**config.mk**
```make
export PLATFORM = sky130hd
export DESIGN_NAME = afrp_result_fifo
export DESIGN_NICKNAME = d
export VERILOG_FILES = /design/src/rtl/core/afrp_pkg.sv /design/src/rtl/core/afrp_result_fifo.sv
export VERILOG_INCLUDE_DIRS = /design/src /design/src/rtl/core
export SDC_FILE = /design/constraint.sdc
export NUM_CORES = 2
export LEC_CHECK = 0
export BUFFER_PORTS_ARGS = -buffer_cell sky130_fd_sc_hd__buf_2
export CAP_MARGIN = 20
export CORE_AREA = 8 8 529 531
export CTS_BUF_LIST = sky130_fd_sc_hd__clkbuf_4
export DETAILED_ROUTE_END_ITERATION = 7
export DIE_AREA = 0 0 537 539
export PLACE_DENSITY = 0.53
export SYNTH_ARGS = -nofsm -noshare
export SYNTH_HDL_FRONTEND = slang
export SYNTH_SLANG_ARGS = --single-unit
export TNS_END_PERCENT = 5
```
**constraint.sdc**
```tcl
create_clock -name clk -period 57.7 [get_ports clk]
set_clock_uncertainty 0.15 [all_clocks]
set_input_delay 11.54 -clock clk [delete_from_list [all_inputs] [get_ports clk]]
set_output_delay 11.54 -clock clk [all_outputs]
set_load 0.02 [all_outputs]
```
**src/rtl/core/ack_frame_range_parser_top_defines.svh**
```systemverilog
// assertion macros for the ack frame range parser, used by the result queue
`ifndef ACK_FRAME_RANGE_PARSER_TOP_DEFINES_SVH
`define ACK_FRAME_RANGE_PARSER_TOP_DEFINES_SVH

// condition must hold on every clock edge out of reset
`define AFRP_ASSERT_ALWAYS(label, cond) \
  label: assert property (@(posedge clk) disable iff (rst) (cond)) \
    else $error("afrp invariant violated");

// antecedent implies consequent on the same edge
`define AFRP_ASSERT_IMPLY(label, ante, cons) \
  label: assert property (@(posedge clk) disable iff (rst) (ante) |-> (cons)) \
    else $error("afrp implication violated");

`endif

```
**src/rtl/core/afrp_pkg.sv**
```systemverilog
// shared types and codes for the ack frame range parser
`default_nettype none

package afrp_pkg;

  // result kinds
  typedef enum logic [1:0] {
    KIND_RANGE = 2'd0,
    KIND_DONE  = 2'd1,
    KIND_ERROR = 2'd2
  } kind_t;

  // error codes
  typedef enum logic [2:0] {
    ERR_NONE        = 3'd0,
    ERR_TYPE        = 3'd1,
    ERR_TRUNCATED   = 3'd2,
    ERR_FIRST_RANGE = 3'd3,
    ERR_COUNT       = 3'd4,
    ERR_GAP         = 3'd5,
    ERR_RANGE       = 3'd6
  } err_t;

  // frame field currently being decoded
  typedef enum logic [3:0] {
    STEP_TYPE    = 4'd0,
    STEP_LARGEST = 4'd1,
    STEP_DELAY   = 4'd2,
    STEP_COUNT   = 4'd3,
    STEP_FIRST   = 4'd4,
    STEP_GAP     = 4'd5,
    STEP_RANGE   = 4'd6,
    STEP_ECT0    = 4'd7,
    STEP_ECT1    = 4'd8,
    STEP_CE      = 4'd9
  } step_t;

  localparam int unsigned VAL_W   = 62;
  localparam int unsigned END_W   = 63;
  localparam int unsigned BCNT_W  = 13;

  // frame type values
  localparam logic [VAL_W-1:0] TYPE_ACK     = 62'h2;
  localparam logic [VAL_W-1:0] TYPE_ACK_ECN = 62'h3;

  // result queue geometry
  localparam int unsigned QDEPTH = 4;
  localparam int unsigned QPTR_W = 2;
  localparam int unsigned QCNT_W = 3;

  typedef struct packed {
    kind_t              kind;
    err_t               code;
    logic [VAL_W-1:0]   range_start;
    logic [END_W-1:0]   range_end;
    logic [VAL_W-1:0]   peak_pn;
    logic [VAL_W-1:0]   reported_delay;
    logic [VAL_W-1:0]   ect0_count;
    logic [VAL_W-1:0]   ect1_count;
    logic [VAL_W-1:0]   ce_count;
    logic [BCNT_W-1:0]  consumed_bytes;
    logic               is_last;
  } result_t;

  // results produced by one byte, in order
  typedef struct packed {
    logic [1:0] cnt;
    result_t    r0;
    result_t    r1;
  } push_t;

endpackage

`default_nettype wire

```
**src/rtl/core/afrp_result_fifo.sv**
```systemverilog
// four-entry result queue, takes up to two results per cycle, gives one unless out_stall is high
`default_nettype none
`include "ack_frame_range_parser_top_defines.svh"

module afrp_result_fifo (
  input  wire logic                clk,
  input  wire logic                rst,
  input  wire afrp_pkg::push_t     push,
  output logic                     room,
  output logic                     out_valid,
  input  wire logic                out_stall,
  output afrp_pkg::result_t        head
);

  afrp_pkg::result_t                    mem [afrp_pkg::QDEPTH];
  logic [afrp_pkg::QPTR_W-1:0]          wr_ptr;
  logic [afrp_pkg::QPTR_W-1:0]          rd_ptr;
  logic [afrp_pkg::QCNT_W-1:0]          count;
  logic [afrp_pkg::QCNT_W-1:0]          count_next;
  logic                                 pop;

  // room for a worst-case byte of two results
  assign room      = (count <= afrp_pkg::QCNT_W'(afrp_pkg::QDEPTH - 2));
  assign out_valid = (count != '0);
  assign head      = mem[rd_ptr];
  assign pop       = out_valid && !out_stall;

  always_comb begin
    count_next = count + {1'b0, push.cnt} - {{(afrp_pkg::QCNT_W-1){1'b0}}, pop};
  end

  // storage
  always_ff @(posedge clk) begin
    if (push.cnt != 2'd0) begin
      mem[wr_ptr] <= push.r0;
    end
    if (push.cnt == 2'd2) begin
      mem[wr_ptr + 1'b1] <= push.r1;
    end
  end

  // pointers and fill
  always_ff @(posedge clk) begin
    if (rst) begin
      wr_ptr <= '0;
      rd_ptr <= '0;
      count  <= '0;
    end else begin
      wr_ptr <= wr_ptr + push.cnt[afrp_pkg::QPTR_W-1:0];
      if (pop) begin
        rd_ptr <= rd_ptr + 1'b1;
      end
      count <= count_next;
    end
  end

  `AFRP_ASSERT_ALWAYS(a_fill_bound, count <= afrp_pkg::QCNT_W'(afrp_pkg::QDEPTH))
  `AFRP_ASSERT_IMPLY(a_push_has_room, push.cnt != 2'd0, room)
  `AFRP_ASSERT_IMPLY(a_pair_starts_with_range, push.cnt == 2'd2, push.r0.kind == afrp_pkg::KIND_RANGE)
  `AFRP_ASSERT_IMPLY(a_last_matches_kind, push.cnt != 2'd0, push.r0.is_last == (push.r0.kind != afrp_pkg::KIND_RANGE))

endmodule

`default_nettype wire

```
---- After elaboration in Yosys (flattened, before gate mapping) ----
Memories as Yosys holds them, arrays and structs flattened. A register that Yosys moved wholly into a read port is not among the register bits.
Cells that the tools add are included.
storage, ports and cells
  flip-flop bits (word level) ............. 7
  RAM bits ................................ 1816
  input bits .............................. 913
  memories ................................ 1
memory list
  name  depth  width  read ports  clocked after Yosys merged registers in  write ports  RTL line                source
  mem   4      454    1           1                                        2            afrp_result_fifo.sv:15  afrp_pkg::result_t mem [afrp_pkg::QDEPTH];
cells by class
  add/sub/neg operators ................... 5
  $lt $le $gt $ge ......................... 1
  equal/unequal tests ..................... 1
  mux-type cells .......................... 6
  reduce and logical (&&, ||, !) cells .... 4
operator list
  cell                                                                    count
  2-bit by 1-bit adder with 2-bit output (second input constant)          2
  1-bit 2-to-1 mux                                                        4
  2-bit 2-to-1 mux                                                        2
  3-bit by 2-bit adder with 3-bit output                                  1
  3-bit by 2-bit <= comparator with 1-bit output (second input constant)  1
  3-bit nonzero test                                                      1
  3-bit by 1-bit subtractor with 3-bit output                             1
  2-bit adder                                                             1
  2-bit == test (second input constant)                                   1
  2-bit nonzero test                                                      1
  1-bit logical AND                                                       1
  1-bit logical NOT                                                       1

---- Depth between registers and ports, before layout ----
  depth in word-level cells ............... 4
  depth in mapped cells ................... 10
  depth with buffers taken out ............ 10

---- Worst setup path before layout ----
No wires, ideal clock.
  path kind ............................... input port to flip-flop
  start point ............................. input port push[909] (netlist bit)
  end point ............................... memory mem[0][0] (netlist bit) (enable)
  library setup time ...................... 1899 ps
  arrival ................................. 43195 ps
  data required time ...................... 55651 ps
  setup slack ............................. 12456 ps
  stages on the path ...................... 2
  buffers on the path ..................... 0
  path through ............................ o21bai_1 -> o21ai_0
RTL lines
  item         RTL line                source
  from (decl)  afrp_result_fifo.sv:8   input wire afrp_pkg::push_t push,
  to (decl)    afrp_result_fifo.sv:15

==> results.ini <==
[global_route]
antenna_found_initial=339
grt_pass1_wl_um=417000
grt_max_degree=119
grt_pass1_vias=54900
grt.overflow.total=0
track_usage=0.197

[clock_network]
clk_path_buf_depth=4
clock_sinks=1825
cts_hold_buf=0
clock_latency_ns=1.26
cts_tree=built
cts_buffers=537
post_cts_resized=0
post_cts_buffers=0
clkTransAtPathRegs_ns=0.05
cts.htree.levels=6
cts-root-buf=clkbuf_4

[sta]
fmax_mhz=53.3
rsz0062_at_grt=false
tns_ns=0
tightest_slew_ns=1.06
finalCritPeriodShare=0.325
report.final.hold_viol_count=0
slew_headroom=0.294
finalSetupViolCount=0
final.min_clock_period_ns=18.75
slew_violations=0

[worst_setup_path]
startpoint_type=flop
crit_required_ns=46.01
cp.arrival_ns=7.06
timing.rr.end=mem[3][215]
endpoint_kind=output port
worst_path_max_delay_cell=buf_4
r2r_start=wr_ptr[1]
cp_num_buf_inv=7
crit_chain=buf_16 > buf_4 > buf_4 > buf_4 > buf_4 > buf_4 > mux4_2 > buf_2
max_stage_delay_ns=0.84
reg2reg_depth=8
r2r_slack_ns=51.67
path_delay_family=buffers and inverters
path_class=flop to output port
cpMostUsedCell=buf_4
cp_max_fo=41

[placement]
place_congestion=0.814
port_buffers=1368
placedCellCount=9178
place_hpwl_um=201000

[synth]
yosysTopAreaCell=edfxtp_1
ys_types=24
synth_top_area_frac=0.626
synthTopCellsByArea=edfxtp_1 (63%), mux2_2 (23%), mux4_2 (12%)
syn_inst=4442
syn_nets=5360
ys_warn_count=0
async_reset_ff_frac=0
synth_common_cells=edfxtp_1 (1,816), mux2_2 (1,757), mux4_2 (454), buf_2 (227), clkbuf_1 (64)
syn_area_sq_um=87200
synth-seq-area-share=0.628
synth_edf_count=1816
yosys.cell_count.top_type=edfxtp_1
synth_top_flop_cell=edfxtp_1
synth_seq_cells=1825
synth.avg_cell_area_sq_um=19.6

[outcome]
status=complete, no violations

[min_path]
hp-start=rd_ptr[0]
hold_path_class=flop to flop
holdPathStages=2

[finish]
drive_above_1_share=0.694
fin_nets=7047
final_cells=10200
area_growth_pct=20.1
n_fill_cell=25700

[die]
fp.dieH_um=539
die_w_um=537
rows=192
fp.dieArea_sq_um=289000
start_util=0.320
core_region_area_sq_um=272000
io_pins=1369

[drt]
drt_wl_total_um=298000
top_layer=met5
viasPerCell=5.12
routedWlPerCell_um=29.2
routed-wl-met3_um=32700
drc=0
postRouteAntennaNets=0
num_vias=52100
wl_met1_um=111000
wl_met2_um=143000
dr.pass1.iters=5
drt-initial-drc-count=3455

[pwr]
p_leak_nw=36.2
power_density_nw_per_um2=36.2
ir_drop_mv=0.0204

[flow_run]
max_cap_violations=0

==> state kept, by name (all words and copies together) (netlist names), named ones only <==
register,cells
count,3
mem,1816
rd_ptr,2
wr_ptr,2
==> power breakdown <==
group	leakage (nW)	internal, W	switching (W)
registers	17.1	0.00162	0.0000312
logic	15.3	0.000362	0.000561
clock network	3.84	0.000624	0.000584
total	36.2	0.00261	0.00118
==> worst max-delay path by stage <==
| stage | to | slack (ns) | cells past startpoint |
|---|---|---|---|
| 2_1_floorplan | mem[0][0] | 12.46 | 2 |
| 3_3_place_gp | head[322] | 39.65 | 7 |
| 3_5_place_dp | head[322] | 39.65 | 7 |
| 4_1_cts | head[322] | 38.01 | 7 |
| 5_1_grt | head[294] | 38.10 | 8 |
| 6_report | head[279] | 38.95 | 8 |
==> cell families (layout without fill, tap and decap cells) <==
family,Yosys count,count (layout),share of synthesized area
AO/OA/AOI/OAI,8,8,0.000517
XOR/XNOR,4,4,0.000402
adder cells (fa/ha/maj),5,5,0.000804
buffers and inverters,311,2345,0.0172
flip-flops,1825,1825,0.628
multiplexers,2271,2271,0.352
other,0,122,0
AND/OR/NAND/NOR,18,18,0.00122
==> stage by stage <==
step | power [W] | hold WS [ns] | cell area (sq um) | setup slack, ns | util
after global routing | 0.00396 | 0.425 | 104000 | 38.10 | 0.384
after detailed placement | 0.00262 | 0.356 | 97900 | 39.65 | 0.360
after floorplan | 0.00239 | 0.338 | 87200 | 12.46 | -
after CTS | 0.00385 | 0.367 | 104000 | 38.01 | 0.384
final | 0.00379 | 0.366 | 105000 | 38.95 | 0.385
after global placement | 0.00262 | 0.344 | 97900 | 39.65 | 0.360
==> worst register-to-register path: cells and delay by family (launching register included) <==
kind	cells	cell delay [ns]
mux	1	0.46
simple gates	1	0.30
buf+inv	6	4.27
flops	1	0.59
==> layer usage <==
metal  vias to the layer above  global-route usage
met5                         -                   0
met4                       200              0.0630
met3                       879              0.0859
met2                      2273               0.329
met1                     26400               0.228
li1                      22300                   -
==> placed cells by master, fill, tap and decap left out, types with 2 or more instances in the layout <==
cell type	instances
clkinv_8	2
dfxtp_4	2
inv_2	8
buf_4	72
diode_2	122
clkinv_1	65
inv_1	6
mux2_2	1757
edfxtp_1	1816
dfxtp_1	7
clkbuf_4	759
clkinv_2	6
buf_2	1368
bufinv_16	4
buf_12	11
nor2_4	2
a21oi_1	4
nor2b_1	4
inv_6	16
nor2_1	5
xnor2_1	4
mux4_2	454
clkinvlp_4	17
clkinv_4	9
nor4_4	2
mux2_1	60
ha_1	4
==> cell type report <==
| class | count | area (sq um) | area share |
|---|---|---|---|
| antenna | 122 | 305 | 0.00292 |
| clock buffer | 759 | 5700 | 0.0544 |
| clock inverter | 127 | 811 | 0.00774 |
| inverter | 7 | 26.3 | 0.000251 |
| multi-input combinational | 2306 | 31000 | 0.296 |
| sequential | 1825 | 54700 | 0.523 |
| tap | 3589 | 4490 | 0.0429 |
| timing repair buffer | 1452 | 7630 | 0.0729 |
(Power assumes the default switching activity.)
