`src/rtl/core/ack_frame_range_parser_top_defines.svh`:
```
// assertion macros for the ack frame range parser, used by the result queue
`ifndef ACK_FRAME_RANGE_PARSER_TOP_DEFINES_SVH
`define ACK_FRAME_RANGE_PARSER_TOP_DEFINES_SVH

// condition must hold on every clock edge out of reset
`define AFRP_ASSERT_ALWAYS(label, cond) \
  label: assert property (@(posedge clk) disable iff (rst) (cond)) \
    else $error("afrp invariant violated");

// antecedent implies consequent on the same edge
`define AFRP_ASSERT_IMPLY(label, ante, cons) \
  label: assert property (@(posedge clk) disable iff (rst) (ante) |-> (cons)) \
    else $error("afrp implication violated");

`endif

```
`src/rtl/core/afrp_pkg.sv`:
```
// shared types and codes for the ack frame range parser
`default_nettype none

package afrp_pkg;

  // result kinds
  typedef enum logic [1:0] {
    KIND_RANGE = 2'd0,
    KIND_DONE  = 2'd1,
    KIND_ERROR = 2'd2
  } kind_t;

  // error codes
  typedef enum logic [2:0] {
    ERR_NONE        = 3'd0,
    ERR_TYPE        = 3'd1,
    ERR_TRUNCATED   = 3'd2,
    ERR_FIRST_RANGE = 3'd3,
    ERR_COUNT       = 3'd4,
    ERR_GAP         = 3'd5,
    ERR_RANGE       = 3'd6
  } err_t;

  // frame field currently being decoded
  typedef enum logic [3:0] {
    STEP_TYPE    = 4'd0,
    STEP_LARGEST = 4'd1,
    STEP_DELAY   = 4'd2,
    STEP_COUNT   = 4'd3,
    STEP_FIRST   = 4'd4,
    STEP_GAP     = 4'd5,
    STEP_RANGE   = 4'd6,
    STEP_ECT0    = 4'd7,
    STEP_ECT1    = 4'd8,
    STEP_CE      = 4'd9
  } step_t;

  localparam int unsigned VAL_W   = 62;
  localparam int unsigned END_W   = 63;
  localparam int unsigned BCNT_W  = 13;

  // frame type values
  localparam logic [VAL_W-1:0] TYPE_ACK     = 62'h2;
  localparam logic [VAL_W-1:0] TYPE_ACK_ECN = 62'h3;

  // result queue geometry
  localparam int unsigned QDEPTH = 4;
  localparam int unsigned QPTR_W = 2;
  localparam int unsigned QCNT_W = 3;

  typedef struct packed {
    kind_t              kind;
    err_t               code;
    logic [VAL_W-1:0]   range_start;
    logic [END_W-1:0]   range_end;
    logic [VAL_W-1:0]   peak_pn;
    logic [VAL_W-1:0]   reported_delay;
    logic [VAL_W-1:0]   ect0_count;
    logic [VAL_W-1:0]   ect1_count;
    logic [VAL_W-1:0]   ce_count;
    logic [BCNT_W-1:0]  consumed_bytes;
    logic               is_last;
  } result_t;

  // results produced by one byte, in order
  typedef struct packed {
    logic [1:0] cnt;
    result_t    r0;
    result_t    r1;
  } push_t;

endpackage

`default_nettype wire

```
`src/rtl/core/afrp_parse.sv`:
```
// varint assembly and ack frame field decoding, one byte per cycle while go is high
`default_nettype none

module afrp_parse #(
  parameter int unsigned MAX_RANGES = 256
) (
  input  wire logic                clk,
  input  wire logic                rst,
  input  wire logic                go,
  input  wire logic                frame_start,
  input  wire logic [7:0]          byte_value,
  input  wire logic                buffer_end,
  output afrp_pkg::push_t          push
);

  localparam int unsigned RL_W = $clog2(MAX_RANGES + 1);
  localparam int unsigned VW   = afrp_pkg::VAL_W;
  localparam int unsigned BW   = afrp_pkg::BCNT_W;

  // frame state
  logic                active;
  afrp_pkg::step_t     field_step;
  logic [VW-1:0]       varint_acc;
  logic [2:0]          varint_bytes_left;
  logic                ecn_present;
  logic [VW-1:0]       largest_reg;
  logic [VW-1:0]       delay_reg;
  logic [RL_W-1:0]     ranges_left;
  logic [VW-1:0]       range_low;
  logic [VW-1:0]       range_high;
  logic [VW-1:0]       ect0_reg;
  logic [VW-1:0]       ect1_reg;
  logic [BW-1:0]       byte_count;

  logic                active_next;
  afrp_pkg::step_t     field_step_next;
  logic [VW-1:0]       varint_acc_next;
  logic [2:0]          varint_bytes_left_next;
  logic                ecn_present_next;
  logic [VW-1:0]       largest_reg_next;
  logic [VW-1:0]       delay_reg_next;
  logic [RL_W-1:0]     ranges_left_next;
  logic [VW-1:0]       range_low_next;
  logic [VW-1:0]       range_high_next;
  logic [VW-1:0]       ect0_reg_next;
  logic [VW-1:0]       ect1_reg_next;
  logic [BW-1:0]       byte_count_next;

  // state as seen by this byte: a frame start clears everything
  logic                c_active;
  afrp_pkg::step_t     c_step;
  logic [VW-1:0]       c_acc;
  logic [2:0]          c_vbl;
  logic                c_ecn;
  logic [VW-1:0]       c_largest;
  logic [VW-1:0]       c_delay;
  logic [RL_W-1:0]     c_rl;
  logic [VW-1:0]       c_rlow;
  logic [VW-1:0]       c_rhigh;
  logic [VW-1:0]       c_ect0;
  logic [VW-1:0]       c_ect1;
  logic [BW-1:0]       c_bc;

  logic                has_rng;
  logic                has_fin;
  afrp_pkg::result_t   rng;
  afrp_pkg::result_t   fin;
  logic [RL_W-1:0]     rl_after;
  logic                range_ok;

  function automatic afrp_pkg::result_t mk_error(input afrp_pkg::err_t code);
    afrp_pkg::result_t r;
    r         = '0;
    r.kind    = afrp_pkg::KIND_ERROR;
    r.code    = code;
    r.is_last = 1'b1;
    return r;
  endfunction

  function automatic afrp_pkg::result_t mk_range(input logic [VW-1:0] lo,
                                                 input logic [VW-1:0] hi);
    afrp_pkg::result_t r;
    r             = '0;
    r.kind        = afrp_pkg::KIND_RANGE;
    r.code        = afrp_pkg::ERR_NONE;
    r.range_start = lo;
    r.range_end   = {1'b0, hi} + 63'd1;
    return r;
  endfunction

  // cleared view of the state when a new frame begins
  always_comb begin
    c_active  = frame_start | active;
    c_step    = frame_start ? afrp_pkg::STEP_TYPE : field_step;
    c_acc     = frame_start ? '0 : varint_acc;
    c_vbl     = frame_start ? '0 : varint_bytes_left;
    c_ecn     = frame_start ? 1'b0 : ecn_present;
    c_largest = frame_start ? '0 : largest_reg;
    c_delay   = frame_start ? '0 : delay_reg;
    c_rl      = frame_start ? '0 : ranges_left;
    c_rlow    = frame_start ? '0 : range_low;
    c_rhigh   = frame_start ? '0 : range_high;
    c_ect0    = frame_start ? '0 : ect0_reg;
    c_ect1    = frame_start ? '0 : ect1_reg;
    c_bc      = frame_start ? '0 : byte_count;
  end

  // byte decode and field handling
  always_comb begin
    active_next            = c_active;
    field_step_next        = c_step;
    varint_acc_next        = c_acc;
    varint_bytes_left_next = c_vbl;
    ecn_present_next       = c_ecn;
    largest_reg_next       = c_largest;
    delay_reg_next         = c_delay;
    ranges_left_next       = c_rl;
    range_low_next         = c_rlow;
    range_high_next        = c_rhigh;
    ect0_reg_next          = c_ect0;
    ect1_reg_next          = c_ect1;
    byte_count_next        = c_bc;
    has_rng                = 1'b0;
    has_fin                = 1'b0;
    rng                    = '0;
    fin                    = '0;
    rl_after               = c_rl;
    range_ok               = 1'b0;

    if (c_active) begin
      // saturating byte counter
      byte_count_next = (c_bc != {BW{1'b1}}) ? c_bc + 1'b1 : c_bc;

      // varint assembly: first byte gives the length
      if (c_vbl == 3'd0) begin
        varint_acc_next = {{(VW-6){1'b0}}, byte_value[5:0]};
        unique case (byte_value[7:6])
          2'd0:    varint_bytes_left_next = 3'd0;
          2'd1:    varint_bytes_left_next = 3'd1;
          2'd2:    varint_bytes_left_next = 3'd3;
          default: varint_bytes_left_next = 3'd7;
        endcase
      end else begin
        varint_acc_next        = {c_acc[VW-9:0], byte_value};
        varint_bytes_left_next = c_vbl - 3'd1;
      end

      // field complete
      if (varint_bytes_left_next == 3'd0) begin
        unique case (c_step)
          afrp_pkg::STEP_TYPE: begin
            if (varint_acc_next != afrp_pkg::TYPE_ACK &&
                varint_acc_next != afrp_pkg::TYPE_ACK_ECN) begin
              has_fin     = 1'b1;
              fin         = mk_error(afrp_pkg::ERR_TYPE);
              active_next = 1'b0;
            end else begin
              ecn_present_next = (varint_acc_next == afrp_pkg::TYPE_ACK_ECN);
              field_step_next  = afrp_pkg::STEP_LARGEST;
            end
          end
          afrp_pkg::STEP_LARGEST: begin
            largest_reg_next = varint_acc_next;
            field_step_next  = afrp_pkg::STEP_DELAY;
          end
          afrp_pkg::STEP_DELAY: begin
            delay_reg_next  = varint_acc_next;
            field_step_next = afrp_pkg::STEP_COUNT;
          end
          afrp_pkg::STEP_COUNT: begin
            ranges_left_next = (varint_acc_next >= VW'(MAX_RANGES)) ?
                               RL_W'(MAX_RANGES) : varint_acc_next[RL_W-1:0];
            field_step_next  = afrp_pkg::STEP_FIRST;
          end
          afrp_pkg::STEP_FIRST: begin
            if (varint_acc_next > c_largest) begin
              has_fin     = 1'b1;
              fin         = mk_error(afrp_pkg::ERR_FIRST_RANGE);
              active_next = 1'b0;
            end else if (c_rl >= RL_W'(MAX_RANGES)) begin
              has_fin     = 1'b1;
              fin         = mk_error(afrp_pkg::ERR_COUNT);
              active_next = 1'b0;
            end else begin
              range_high_next = c_largest;
              range_low_next  = c_largest - varint_acc_next;
              has_rng         = 1'b1;
              rng             = mk_range(c_largest - varint_acc_next, c_largest);
              rl_after        = c_rl;
              range_ok        = 1'b1;
            end
          end
          afrp_pkg::STEP_GAP: begin
            if ({1'b0, c_rlow} < ({1'b0, varint_acc_next} + 63'd2)) begin
              has_fin     = 1'b1;
              fin         = mk_error(afrp_pkg::ERR_GAP);
              active_next = 1'b0;
            end else begin
              range_high_next = c_rlow - varint_acc_next - 62'd2;
              field_step_next = afrp_pkg::STEP_RANGE;
            end
          end
          afrp_pkg::STEP_RANGE: begin
            if (varint_acc_next > c_rhigh) begin
              has_fin     = 1'b1;
              fin         = mk_error(afrp_pkg::ERR_RANGE);
              active_next = 1'b0;
            end else begin
              range_low_next   = c_rhigh - varint_acc_next;
              has_rng          = 1'b1;
              rng              = mk_range(c_rhigh - varint_acc_next, c_rhigh);
              rl_after         = c_rl - 1'b1;
              ranges_left_next = c_rl - 1'b1;
              range_ok         = 1'b1;
            end
          end
          afrp_pkg::STEP_ECT0: begin
            ect0_reg_next   = varint_acc_next;
            field_step_next = afrp_pkg::STEP_ECT1;
          end
          afrp_pkg::STEP_ECT1: begin
            ect1_reg_next   = varint_acc_next;
            field_step_next = afrp_pkg::STEP_CE;
          end
          afrp_pkg::STEP_CE: begin
            has_fin              = 1'b1;
            fin                  = '0;
            fin.kind             = afrp_pkg::KIND_DONE;
            fin.code             = afrp_pkg::ERR_NONE;
            fin.peak_pn          = c_largest;
            fin.reported_delay   = c_delay;
            fin.ect0_count       = c_ect0;
            fin.ect1_count       = c_ect1;
            fin.ce_count         = varint_acc_next;
            fin.consumed_bytes   = byte_count_next;
            fin.is_last          = 1'b1;
            active_next          = 1'b0;
          end
          default: begin
            active_next = 1'b0;
          end
        endcase

        // after a range: more pairs, ecn counts, or done
        if (range_ok) begin
          priority if (rl_after != '0) begin
            field_step_next = afrp_pkg::STEP_GAP;
          end else if (c_ecn) begin
            field_step_next = afrp_pkg::STEP_ECT0;
          end else begin
            has_fin            = 1'b1;
            fin                = '0;
            fin.kind           = afrp_pkg::KIND_DONE;
            fin.code           = afrp_pkg::ERR_NONE;
            fin.peak_pn        = c_largest;
            fin.reported_delay = c_delay;
            fin.ect0_count     = c_ect0;
            fin.ect1_count     = c_ect1;
            fin.ce_count       = '0;
            fin.consumed_bytes = byte_count_next;
            fin.is_last        = 1'b1;
            active_next        = 1'b0;
          end
        end
      end

      // buffer ran out before the frame finished
      if (active_next && buffer_end) begin
        has_fin     = 1'b1;
        fin         = mk_error(afrp_pkg::ERR_TRUNCATED);
        active_next = 1'b0;
      end
    end
  end

  // results of this byte, range first
  always_comb begin
    push     = '0;
    push.cnt = go ? ({1'b0, has_rng} + {1'b0, has_fin}) : 2'd0;
    push.r0  = has_rng ? rng : fin;
    push.r1  = fin;
  end

  // state registers
  always_ff @(posedge clk) begin
    if (rst) begin
      active            <= 1'b0;
      field_step        <= afrp_pkg::STEP_TYPE;
      varint_acc        <= '0;
      varint_bytes_left <= '0;
      ecn_present       <= 1'b0;
      largest_reg       <= '0;
      delay_reg         <= '0;
      ranges_left       <= '0;
      range_low         <= '0;
      range_high        <= '0;
      ect0_reg          <= '0;
      ect1_reg          <= '0;
      byte_count        <= '0;
    end else if (go) begin
      active            <= active_next;
      field_step        <= field_step_next;
      varint_acc        <= varint_acc_next;
      varint_bytes_left <= varint_bytes_left_next;
      ecn_present       <= ecn_present_next;
      largest_reg       <= largest_reg_next;
      delay_reg         <= delay_reg_next;
      ranges_left       <= ranges_left_next;
      range_low         <= range_low_next;
      range_high        <= range_high_next;
      ect0_reg          <= ect0_reg_next;
      ect1_reg          <= ect1_reg_next;
      byte_count        <= byte_count_next;
    end
  end

endmodule

`default_nettype wire

```
`config.mk`:
```
export PLATFORM = sky130hd
export DESIGN_NAME = afrp_parse
export DESIGN_NICKNAME = d
export VERILOG_FILES = /design/src/rtl/core/ack_frame_range_parser_top_defines.svh /design/src/rtl/core/afrp_pkg.sv /design/src/rtl/core/afrp_parse.sv
export SDC_FILE = /design/constraint.sdc
export NUM_CORES = 2
export LEC_CHECK = 0
export ABC_AREA = 1
export BUFFER_PORTS_ARGS = -buffer_cell sky130_fd_sc_hd__clkbuf_2
export CORE_MARGIN = 1
export CORE_UTILIZATION = 35
export DETAILED_ROUTE_END_ITERATION = 10
export PLACE_DENSITY = 0.6
export SYNTH_ARGS = -nofsm -noshare
export SYNTH_HDL_FRONTEND = slang
export SYNTH_SLANG_ARGS = --single-unit
```
`constraint.sdc`:
```
create_clock -name clk -period 12.5 [get_ports clk]
set_input_delay 3.125 -clock clk [delete_from_list [all_inputs] [get_ports clk]]
set_output_delay 3.125 -clock clk [all_outputs]
set_load 0.02 [all_outputs]
```
## After elaboration in Yosys (flattened, before gate mapping)

Cells that the tools add are included.

| storage, ports and cells | value |
|---|---|
| logic and storage cells | 168 |
| bits in registers | 457 |
| input port bits | 13 |
| output and inout port bits | 910 |

| operators by class | value |
|---|---|
| bitwise gates (word level) | 1 |
| order comparisons | 5 |
| eq/ne operators | 15 |
| multiplexer cells | 115 |
| reductions and logical operators | 8 |
| $add $sub $neg | 11 |

Operators by type and width:

| operator | number |
|---|---|
| $mux W454 | 12 |
| $pmux W454 S5 | 1 |
| $mux W449 | 5 |
| $mux W62 | 30 |
| $pmux W449 S2 | 1 |
| $pmux W62 S2 | 2 |
| $sub A62 B62 Y62 | 3 |
| $add A62 B1 Y63 const B | 2 |
| $gt A62 B62 Y1 | 2 |
| $ne A62 B2 Y1 const B | 2 |
| $mux W54 | 2 |
| $mux W9 | 8 |
| $add A62 B2 Y63 const B | 1 |
| $lt A62 B63 Y1 | 1 |
| $eq A62 B2 Y1 const B | 1 |
| $ge A62 B9 Y1 const B | 1 |
| $sub A62 B2 Y62 const B | 1 |
| $mux W13 | 3 |
| $mux W1 | 32 |
| $mux W4 | 8 |
| $pmux W4 S7 | 1 |
| $pmux W9 S2 | 1 |
| $eq A4 B3 Y1 const B | 4 |
| $add A13 B1 Y13 const B | 1 |
| other kinds (22) | 30 |

## Longest topological paths before layout

| logic depth | value |
|---|---|
| depth after elaboration | 19 |
| depth in mapped cells | 43 |

## Worst setup path after synthesis

No wires, ideal clock.

| timing | value |
|---|---|
| kind | input-to-output |
| start point | input port frame_start |
| end point | output port push[908] (netlist bit) |
| setup slack | -0.014 ns |
| buffers on the path | 9 |
| cell stages on the path | 39 |
| arrival time | 9.389 ns |
| cells stage by stage | buf_6 inv_8 buf_6 buf_4 buf_2 clkbuf_1 clkbuf_1 clkbuf_1 nand2_1 ha_1 ha_1 inv_4 buf_4 nand3_2 nor2_2 nand3_1 nor2_1 nand3_1 [... 3 more ...] nand3_1 nor2_1 xor2_1 ha_1 a21oi_1 o31ai_1 a21oi_1 nor2_1 o21ai_0 nand2_1 nand2_1 nand4_1 clkbuf_1 nand4_1 o21ai_0 nand2_1 ha_1 nor2_1 |

RTL lines:

| what | RTL line | RTL |
|---|---|---|
| from (decl) | afrp_parse.sv:10 | `input wire logic frame_start,` |
| to (decl) | afrp_parse.sv:13 | `output afrp_pkg::push_t push` |

==> results.yml <==
floorplanning:
  die_w_um: 395
  dieArea_mm2: 0.156
  die_h_um: 395
  coreArea_mm2: 0.153
  ios: 923
  rows: 143
  initial_utilization_pct: 35.4
sta:
  slew_viol_final: 0
  worst_pin_slew_ns: 1.42
  rsz0062_at_grt: "no"
  maxSlewHeadroom_pct: 4.04
  hold_viol: 0
  setup_viol: 0
  fin_crit_sh_pct: 99.2
  period_needed_ns: 12.40
  fin_skew_ns: 0.0896
  tns_ns: 0
  max_freq_mhz: 80.7
power_and_ir_drop:
  seq_power_share_pct: 32.6
  swShare_pct: 38.2
  p_sw_mw: 1.75
  totalPowerFinal_mw: 4.59
  comb_power_share_pct: 25.8
  p_per_area_mw_per_mm2: 71.0
  p_leak_nw: 30.5
  p_int_mw: 2.84
  ir_drop_mv: 0.125
  clockPowerShare_pct: 41.5
hold_path:
  hold-path-cell-count: 2
  worstHoldStart: "delay_reg[42]$_SDFFE_PP0P_"
  hold_class: "reg -> reg"
  min_to: "delay_reg[42]$_SDFFE_PP0P_"
placement:
  numPortBuffers: 797
  place_area_mm2: 0.0623
  dp.cells: 12139
  place_congestion: 1.10
  place_hpwl_um: 311000
yosys:
  syn-cell-area_mm2: 0.0542
  yosys.area.top_type: "dfxtp_1"
  synth-main-ff-cell: "dfxtp_1"
  postSynthCellCount: 9284
  yosys-top-cells-area: "dfxtp_1 (17%), nand2_1 (13%), a21oi_1 (11%), inv_1 (8.7%), nor2_1 (7.7%)"
  synth-edff-count: 0
  synth-async-reset-ratio_pct: 0
  ys_seq_elements: 457
  synth_top_area_share_pct: 16.9
  yosys_warnings: 0
  synth.avg_cell_area_um2: 5.83
  ys_seq_area_share_pct: 16.9
  synth_cell_types: 70
finish:
  utilization_pct: 42.3
  regArea_mm2: 0.00915
  fin_cells: 12305
  layout-area-overhead-vs-synth_pct: 19.3
  multi_input_area_mm2: 0.0376
  fin_nets: 10505
  final_cell_area_mm2: 0.0646
  drive_gt1_share_pct: 17.3
  nFillCells: 16937
critical_path:
  cp-start-kind: "input port"
  crit_path_end_kind: "primary output"
  r2r_end: "range_high[58]$_SDFFE_PP0P_"
  cp_common_cell: "buf_4"
  r2r_setup_slack_ns: 5.35
  slowest_stage: "a21boi_0"
  critPathMaxStageDelay_ns: 0.66
  reg2reg_depth: 29
  r2r-start: "varint_bytes_left[0]$_SDFFE_PP0P_"
  arrival_ns: 9.27
  cp_data_required_time_ns: 9.38
  crit_fanout: 19
  critPathKind: "in -> out"
clock_tree:
  ctsHtreeMaxLevel: 2
  numCtsBuffers: 59
  cts_sinks: 457
  cts.reportedPaths.clkPinSlew_ns: 0.06
  max-clock-path-buffers: 3
  cts_tree: "yes"
  hold_buffers: 0
  insertion_delay_ns: 0.74
  root_buffer: "clkbuf_16"
routing:
  avgRoutedWirePerCell_um: 31.2
  drc: 0
  routed-via-count: 72336
  drt_first_pass_iters: 7
  routed_via_density: 5.88
  ant_nets: 0
  totalWireLength_um: 384000
  drtIter0Drc: 9816
global_route:
  grt_max_degree: 229
  grt_pass1_vias: 63827
  grt_usage_pct: 46.7
  grt_pass1_wl_um: 515000
  antenna_found_initial: 49
  overflow: 0
flow_run:
  drv_cap: 0
outcome:
  status: "finished clean"
Yosys cell counts (all sizes together), types with 22 or more instances:
cell type     n
nor3        350
dfxtp       457
o211ai       85
nor4         98
a21oi      1152
buf         290
a21o         50
nor2       1250
xor2        182
clkbuf      315
a21boi       22
nand3       443
nand2      1883
or2          35
o21a         27
ha          316
o2111ai      48
a31oi        52
o22ai        45
inv        1286
xnor2        47
nand4        99
o21ai       606
power by group through the flow:
| stage | sequential (mW) | combinational, mW | clock (mW) |
|---|---|---|---|
| 2_1_floorplan | 1.52 | 0.714 | 0 |
| 3_3_place_gp | 1.53 | 1.13 | 0 |
| 3_5_place_dp | 1.53 | 1.13 | 0 |
| 4_1_cts | 1.49 | 1.13 | 1.90 |
| 5_1_grt | 1.50 | 1.23 | 1.96 |
| 6_report | 1.50 | 1.18 | 1.91 |
critical path: cells and delay by family:
kind	cells	cell delay, ns
compound gates	5	1.30
xor+xnor	1	0.19
fa+ha+maj	3	0.73
buf+inv	10	1.77
simple gates	11	2.13
cell usage in the layout, fill, tap and decap left out, types with 94 or more instances in the layout:
cell type,instances
a21oi_1,1143
buf_4,484
clkbuf_2,794
conb_1,125
dfxtp_1,457
ha_1,316
inv_1,1258
nand2_1,1862
nand3_1,384
nand4_1,97
nor2_1,1109
nor2_4,94
nor3_1,308
o21ai_0,594
xor2_1,182
how the worst max path moves through the flow:
stage | depth (start not counted) | end | startpoint | slack (ns)
2_1_floorplan | 39 | push[908] | frame_start | 0.05
3_5_place_dp | 35 | push[758] | frame_start | -0.38
5_1_grt | 31 | push[908] | frame_start | 0.04
3_3_place_gp | 35 | push[758] | frame_start | -0.42
6_report | 30 | push[449] | frame_start | 0.10
4_1_cts | 35 | push[758] | frame_start | 0.07
layout make-up:
| cell class | count | share of cell area, % |
|---|---|---|
| multi-input combinational | 7051 | 58.2 |
| sequential | 457 | 14.2 |
| timing repair buffer | 1309 | 12.7 |
| inverter | 1295 | 7.59 |
| tap | 2030 | 3.93 |
| clock buffer | 82 | 2.60 |
| clock inverter | 28 | 0.608 |
| antenna | 53 | 0.205 |
cells by family (layout without fill, tap and decap cells):
family	count (synthesis)	after routing	synth area share (%)
simple gates	4185	4185	34.7
fa+ha+maj	319	319	7.41
xor+xnor	229	229	3.70
flops	457	457	16.9
other cells	1	178	0.00692
compound gates	2193	2193	22.4
buf+inv	1900	2714	14.9
stage by stage:
stage / hold slack (ns) / worst slack, ns
6_report: 0.464 / 0.101
5_1_grt: 0.475 / 0.0400
4_1_cts: 0.465 / 0.0681
3_5_place_dp: 0.455 / -0.382
3_3_place_gp: 0.451 / -0.418
2_1_floorplan: 0.441 / 0.0532
routing by layer:
layer / up-vias / part of all wire [%] / GRT usage (%)
met5: - / 0.048 / 0
met4: 25 / 9.7 / 40.4
met3: 1097 / 11 / 12.3
met2: 4906 / 42 / 68.7
met1: 34094 / 38 / 56.0
li1: 32214 / - / -
timing repair:
item	CTS	global route
setup endpoints to repair	71	68
resized for setup	3	12
buffers inserted	0	2
pin swaps	0	1
No activity file was read; power rests on OpenSTA's default activity.
